$ cat src/rtl/hbf_pkg.sv
package hbf_pkg;

    localparam int FRAC_BITS_DEF = 16;

    localparam int AXES     = 3;
    localparam int COORD_W  = 32;
    localparam int DIFF_W   = COORD_W + 1;      // signed difference of two coordinates
    localparam int MAG_W    = COORD_W + 1;      // magnitude of a difference
    localparam int LEN_W    = 31;
    localparam int SQ_W     = 2 * MAG_W;        // one squared component
    localparam int SUM_W    = 2 * MAG_W;        // sum of three squares still fits
    localparam int NUM_W    = 63;               // mag * len, below 2^63
    localparam int ROOT_STEPS = 34;             // root bits 33..0
    localparam int R_W      = 33;               // r stays below 2^33
    localparam int QUO_W    = LEN_W;            // quotient never exceeds the rest length
    localparam int WIDE_W   = 98;               // energy and virial products before scaling

    localparam int CFG_AW   = 3;
    localparam logic REG_MEASURE_MODE = 1'b0;

    localparam logic [1:0] MODE_FORCE = 2'd0;

    // pipeline registers between an accepted start and its done strobe: front, root, divider and back stages
    localparam int LATENCY  = 3 + ROOT_STEPS + QUO_W + 4;

    typedef struct packed {
        logic [AXES-1:0][NUM_W-1:0] num;
        logic [AXES-1:0][MAG_W-1:0] mag;
        logic [AXES-1:0]            neg;
        logic [LEN_W-1:0]           len;
        logic signed [COORD_W-1:0]  k;
        logic signed [COORD_W-1:0]  coef;
    } sqrt_tag_t;

    typedef struct packed {
        logic [AXES-1:0][MAG_W-1:0] mag;
        logic [AXES-1:0]            neg;
        logic [LEN_W-1:0]           len;
        logic signed [COORD_W-1:0]  k;
        logic signed [COORD_W-1:0]  coef;
        logic [R_W-1:0]             r;
    } div_tag_t;

endpackage

$ cat src/rtl/hbf_sqrt.sv
module hbf_sqrt #(
    parameter int TAG_W = 1
) (
    input  logic                       clk,
    input  logic                       rst_n,
    input  logic                       in_valid,
    input  logic [hbf_pkg::SUM_W-1:0]  in_rad,
    input  logic [TAG_W-1:0]           in_tag,
    output logic                       out_valid,
    output logic [hbf_pkg::R_W-1:0]    out_root,
    output logic [TAG_W-1:0]           out_tag
);
    import hbf_pkg::*;

    localparam int STEPS = ROOT_STEPS;
    localparam int RAD_W = 2 * STEPS;
    localparam int REM_W = STEPS + 4;

    logic             valid_reg [STEPS];
    logic [RAD_W-1:0] rad_reg   [STEPS];
    logic [REM_W-1:0] rem_reg   [STEPS];
    logic [STEPS-1:0] root_reg  [STEPS];
    logic [TAG_W-1:0] tag_reg   [STEPS];

    // one root bit per stage, two radicand bits consumed each
    for (genvar s = 0; s < STEPS; s++) begin : g_stage
        logic             v_in;
        logic [RAD_W-1:0] rad_in;
        logic [REM_W-1:0] rem_in;
        logic [STEPS-1:0] root_in;
        logic [TAG_W-1:0] tag_in;
        logic [REM_W-1:0] rem_sh;
        logic [REM_W-1:0] trial;
        logic             ge;
        logic [REM_W-1:0] rem_next;
        logic [STEPS-1:0] root_next;

        if (s == 0) begin : g_first
            assign v_in    = in_valid;
            assign rad_in  = RAD_W'(in_rad);
            assign rem_in  = '0;
            assign root_in = '0;
            assign tag_in  = in_tag;
        end
        else begin : g_next
            assign v_in    = valid_reg[s-1];
            assign rad_in  = rad_reg[s-1];
            assign rem_in  = rem_reg[s-1];
            assign root_in = root_reg[s-1];
            assign tag_in  = tag_reg[s-1];
        end

        always_comb
        begin
            rem_sh    = {rem_in[REM_W-3:0], rad_in[2*(STEPS-1-s) +: 2]};
            trial     = REM_W'({root_in, 2'b01});
            ge        = (rem_sh >= trial);
            rem_next  = ge ? (rem_sh - trial) : rem_sh;
            root_next = {root_in[STEPS-2:0], ge};
        end

        always_ff @(posedge clk or negedge rst_n)
        begin
            if (!rst_n)
            begin
                valid_reg[s] <= 1'b0;
            end
            else
            begin
                valid_reg[s] <= v_in;
            end
        end

        always_ff @(posedge clk)
        begin
            rad_reg[s]  <= rad_in;
            rem_reg[s]  <= rem_next;
            root_reg[s] <= root_next;
            tag_reg[s]  <= tag_in;
        end
    end

    assign out_valid = valid_reg[STEPS-1];
    assign out_root  = root_reg[STEPS-1][R_W-1:0];
    assign out_tag   = tag_reg[STEPS-1];

endmodule

$ cat config.mk
export PLATFORM = sky130hd
export DESIGN_NAME = hbf_sqrt
export DESIGN_NICKNAME = d
export VERILOG_FILES = /design/src/rtl/hbf_pkg.sv /design/src/rtl/hbf_sqrt.sv
export SDC_FILE = /design/constraint.sdc
export NUM_CORES = 2
export LEC_CHECK = 0
export BUFFER_PORTS_ARGS = -buffer_cell sky130_fd_sc_hd__buf_2
export CORE_MARGIN = 2
export CORE_UTILIZATION = 67
export DETAILED_ROUTE_END_ITERATION = 8
export HOLD_SLACK_MARGIN = 0.05
export PLACE_DENSITY = 0.85
export SLEW_MARGIN = 10
export SYNTH_ARGS = -nofsm -noshare
export SYNTH_HDL_FRONTEND = slang
export SYNTH_MEMORY_MAX_BITS = 65536
export SYNTH_SLANG_ARGS = --single-unit
export TNS_END_PERCENT = 20
$ cat constraint.sdc
create_clock -name clk -period 5.81 [get_ports clk]
set_input_delay 0.581 -clock clk [delete_from_list [all_inputs] [get_ports clk]]
set_output_delay 0.581 -clock clk [all_outputs]
set_load 0.005 [all_outputs]
# ---- Yosys cells after proc, flatten, opt, wreduce, memory -nomap -nowiden
# Memories as Yosys holds them, arrays and structs flattened.
# Cells that the tools add are included.
dict set report classes {
  add_sub_neg 33
  n_mul 0
  div 0
  order_cmp 33
  n_eq_ne 0
  shift 0
  muxes 33
  bitwise_logic 0
  n_reduce_logical 0
}
# op count
set ops {}
lappend ops {{greater-or-equal comparator 38 x 36 -> 1 bit} 33}
lappend ops {{two-way mux 38 bit} 33}
lappend ops {{subtractor 38 x 36 -> 38 bit} 33}
dict set report word_totals {
  reg_bits 34
  latch_bits 0
  ram_bits 4794
  romBits 0
  inputBits 70
  output_inout_bits 35
  word_cells 137
  n_memories 4
}
# name words word_bits rd rd_clocked_by_memory_dff wr line_no
set mem_list {}
lappend mem_list {rad_reg 34 68 33 0 34 hbf_sqrt.sv:20} ;# logic [RAD_W-1:0] rad_reg [STEPS];
lappend mem_list {rem_reg 34 38 33 0 34 hbf_sqrt.sv:21} ;# logic [REM_W-1:0] rem_reg [STEPS];
lappend mem_list {root_reg 34 34 34 0 34 hbf_sqrt.sv:22} ;# logic [STEPS-1:0] root_reg [STEPS];
lappend mem_list {tag_reg 34 1 34 0 34 hbf_sqrt.sv:23} ;# logic [TAG_W-1:0] tag_reg [STEPS];

# ---- Depth between registers and ports, before layout
# An unclocked memory read counts as a cell.
dict set report depth {
  word_depth 3
  ltp_mapped 14
}

# ---- Worst setup path after synthesis
# OpenSTA, ideal clock, no wires.
dict set report synth_path {
  path_type {reg-to-reg}
  startpoint {memory rem_reg[5][16] (netlist bit)}
  endpoint {memory rem_reg[6][24] (netlist bit)}
  setup_ns 0.135
  arrival_ns 3.017
  t_required_ns 5.675
  path_slack_ns 2.658
  path_stages_with_launch 12
  path_buffers 2
  synth_period_minus_slack_ns 3.152
  cell_sequence {dfxtp_1 > or3_4 > nand4bb_1 > or4_4 > or4_1 > or3_4 > or4b_1 > buf_4 > or3_1 > buf_4 > nor4b_1 > xor2_1}
}
# item line_no
set synth_rtl {}
lappend synth_rtl {{start: declaration} hbf_sqrt.sv:21}

==> flow_summary.yaml <==
detailed_routing:
  drc_errors: 0
  first_pass_iters: 7
  first_iter_violations: 5986
  ant_nets: 0
  dr_total_vias: 73600
  wl_per_cell_um: 19.0
  vias_per_cell: 5.83
  routed_wirelength_um: 240000
finish:
  area_growth_pct: 12.1
  nNetsFinal: 11000
  drive_gt1_share_pct: 6.81
  fin_util_pct: 75.4
  largest_reg_flops: 1122
  fill_cells: 10100
timing:
  fin_setup_tns_ns: 0
  worst_pin_slew_ns: 1.29
  fin_crit_ns: 4.16
  setup_violations: 0
  hold_viol: 0
  rsz0062_at_grt: "no"
  slew_viol_final: 0
  fmax_mhz: 240
  skew_ns: 0.0715
  relSlewSlack_pct: 14.2
  min_period_over_period_pct: 71.6
pwr:
  p_int_mw: 36.8
  power.density_nw_per_um2: 439
  power.leakage_nw: 54.0
  pwr-share-seq_pct: 49.3
  p_comb_share_pct: 14.4
  clock_power_share_pct: 36.3
  switching_share_pct: 27.6
  max-vdd-ir-drop_uv: 371
  power.switching_mw: 14.0
global_routing:
  grt_overflow_total: 0
  antenna_found_initial: 2
  grt_usage_pct: 29.9
  grt_pass1_wl_um: 381000
  grt_start_max_net_pins: 59
  first_global_vias: 73900
run:
  cap_violations: 0
floorplan:
  dieArea_um2: 157000
  rows: 144
  start_util_pct: 67.3
  core_area_um2: 154000
  pin_count: 105
  die_x_um: 397
  die_h_um: 397
critical_path:
  reg2regPathDepth: 12
  worstSetupPathType: "reg2reg"
  critPathCaptureType: "register"
  cp-start-kind: "register"
  cp_max_fo: 37
  r2r_slack_ns: 1.65
  critPathArrivalTime_ns: 4.91
  required_ns: 6.56
  r2r_end: "rem_reg[18][23]"
  worstReg2RegStart: "root_reg[17][0]"
clock_network:
  cts_root_buffer: "clkbuf_16"
  cts_setup_buffers: 0
  cts_max_level: 5
  cts.sinks: 2850
  cts_tree: "built"
  numCtsBuffers: 288
  path_clk_slew_ns: 0.06
  cts_buffer_depth: 4
  clock_latency_ns: 0.93
min_path:
  min-delay-start: "rad_reg[27][7]"
  hold_depth: 0
  min_to: "rad_reg[28][7]"
  hp-class: "reg2reg"
placed_design:
  io_buffers: 104
  place.gp.congestion: 0.951
  dp_hpwl_um: 167000
logic_synthesis:
  async_flop_share_pct: 1.19
  synth_edf_count: 0
  syn_area_per_cell_um2: 10.2
  yosys_warnings: 0
  synth_ff_type: "dfxtp_1"
  synth.largest_area_cell: "dfxtp_1"
  synth_area_leaders: "dfxtp_1 55%, ha_1 7.2%, xor2_1 4.2%"
  syn-num-nets: 10800
  yosysUniqueCellTypes: 96
  yosysTopAreaCellShare_pct: 54.6
  yosysSeqAreaShare_pct: 55.4
  syn_inst: 10100
  synth-seq-cells: 2850
  synth_area_um2: 103000
outcome:
  status: "completed"
[timing repair]
item                                   4_1_cts  5_1_grt
setup endpoints to repair                    0        0
endpoints found under the hold margin      102        0
hold buffers                                69        0
resized for setup                            0        0
[metal layers]
| layer | global-route usage (%) | wire (um) | vias to the layer above |
|---|---|---|---|
| li1 | - | - | 35200 |
| met1 | 34.5 | 93500 | 34700 |
| met2 | 53.9 | 120000 | 2811 |
| met3 | 4.57 | 13700 | 877 |
| met4 | 14.8 | 12600 | 2 |
| met5 | 0 | 12 | - |
[worst max-delay path by stage]
stage	endpoint	slack (ns)	depth (start not counted)	startpoint
detailed placement	rem_reg[12][31]	1.84	10	rem_reg[11][22]
CTS	rem_reg[18][23]	1.76	12	root_reg[17][0]
floorplan	rem_reg[6][24]	2.66	11	rem_reg[5][16]
global route	rem_reg[29][35]	1.39	11	root_reg[28][2]
finish	rem_reg[18][23]	1.65	12	root_reg[17][0]
global placement	rem_reg[12][25]	1.84	10	rem_reg[11][22]
[critical path, cell delays in order (launching register included)]
cell and delay, ns:
dfxtp_1 0.32, inv_1 0.04, ha_1 0.35, nor2b_1 0.19
o31ai_1 0.47, a21oi_1 0.25, a221oi_1 0.80, o31ai_1 0.30
nor4_4 0.29, buf_4 0.39, or4_1 0.35, nor3_1 0.09
xor2_1 0.16
[Yosys cell counts (111+ instances only)]
cell / number
o21ai_0: 540
xor2_1: 495
xnor2_1: 435
ha_1: 597
nand4_1: 114
a21o_1: 238
inv_1: 744
nor2_1: 595
nand2_1: 721
nand3_1: 157
clkbuf_1: 199
a21oi_1: 611
or3_1: 111
nor3_1: 272
nand2b_1: 126
dfxtp_1: 2816
nor4_1: 138
[final cells by class]
class	instances	area, um2	area share [%]
sequential	2850	57200	49.4
timing repair buffer	191	1350	1.16
clock buffer	398	8260	7.13
clock inverter	86	1170	1.01
multi-input combinational	6288	42400	36.6
tap	2044	2560	2.21
inverter	749	2810	2.43
antenna	4	10.0	0.00865
[power groups by stage]
stage                     clock [mW]  sequential, mW  combinational [mW]
after floorplan                    0            24.4                5.56
after global placement             0            25.3                6.82
after detailed placement           0            25.4                7.03
after CTS                       18.7            25.0                7.22
after global routing            19.5            25.3                8.07
final                           18.4            25.0                7.32
[per-stage QoR]
stage	hold WS, ns	instances	total power, mW	worst slack (ns)	area [um2]
final	0.283	12600	50.8	1.65	116000
after detailed placement	0.312	12100	32.4	1.84	106000
after global routing	0.277	12600	52.8	1.39	116000
after CTS	0.277	12600	50.9	1.76	116000
after global placement	0.310	12100	32.1	1.84	106000
after floorplan	0.285	10100	29.9	2.66	103000
[kinds of logic after synthesis]
logic type / synth area share [%]
buffers and inverters: 3.60
DFF: 55.4
AOI/OAI and AO/OA: 12.2
muxes: 0.862
xor gates and xnor gates: 7.89
adders and majority gates: 7.24
other: 0.00363
and+or+nand+nor: 12.7
[cells in the final DEF, fill, tap and decap left out, types with 34 or more instances in the layout]
master            n
dfxtp_1        2816
inv_1           744
nand2_1         721
a21oi_1         609
ha_1            597
nor2_1          594
o21ai_0         539
xor2_1          495
xnor2_1         435
clkbuf_16       293
nor3_1          271
a21o_1          238
nand3_1         157
nor4_1          138
nand2b_1        126
nand4_1         114
or3_1           111
buf_2           104
o21a_1           92
nor2b_1          82
o31ai_1          75
mux2_2           71
or4_1            69
dlygate4sd3_1    69
a31oi_1          66
o21bai_1         57
and3_1           57
a211oi_1         55
clkbuf_8         53
clkbuf_1         52
o211ai_1         47
or2_2            44
clkinv_2         34
dfrtp_1          34
Note: power is estimated with default switching activity, not from simulation.
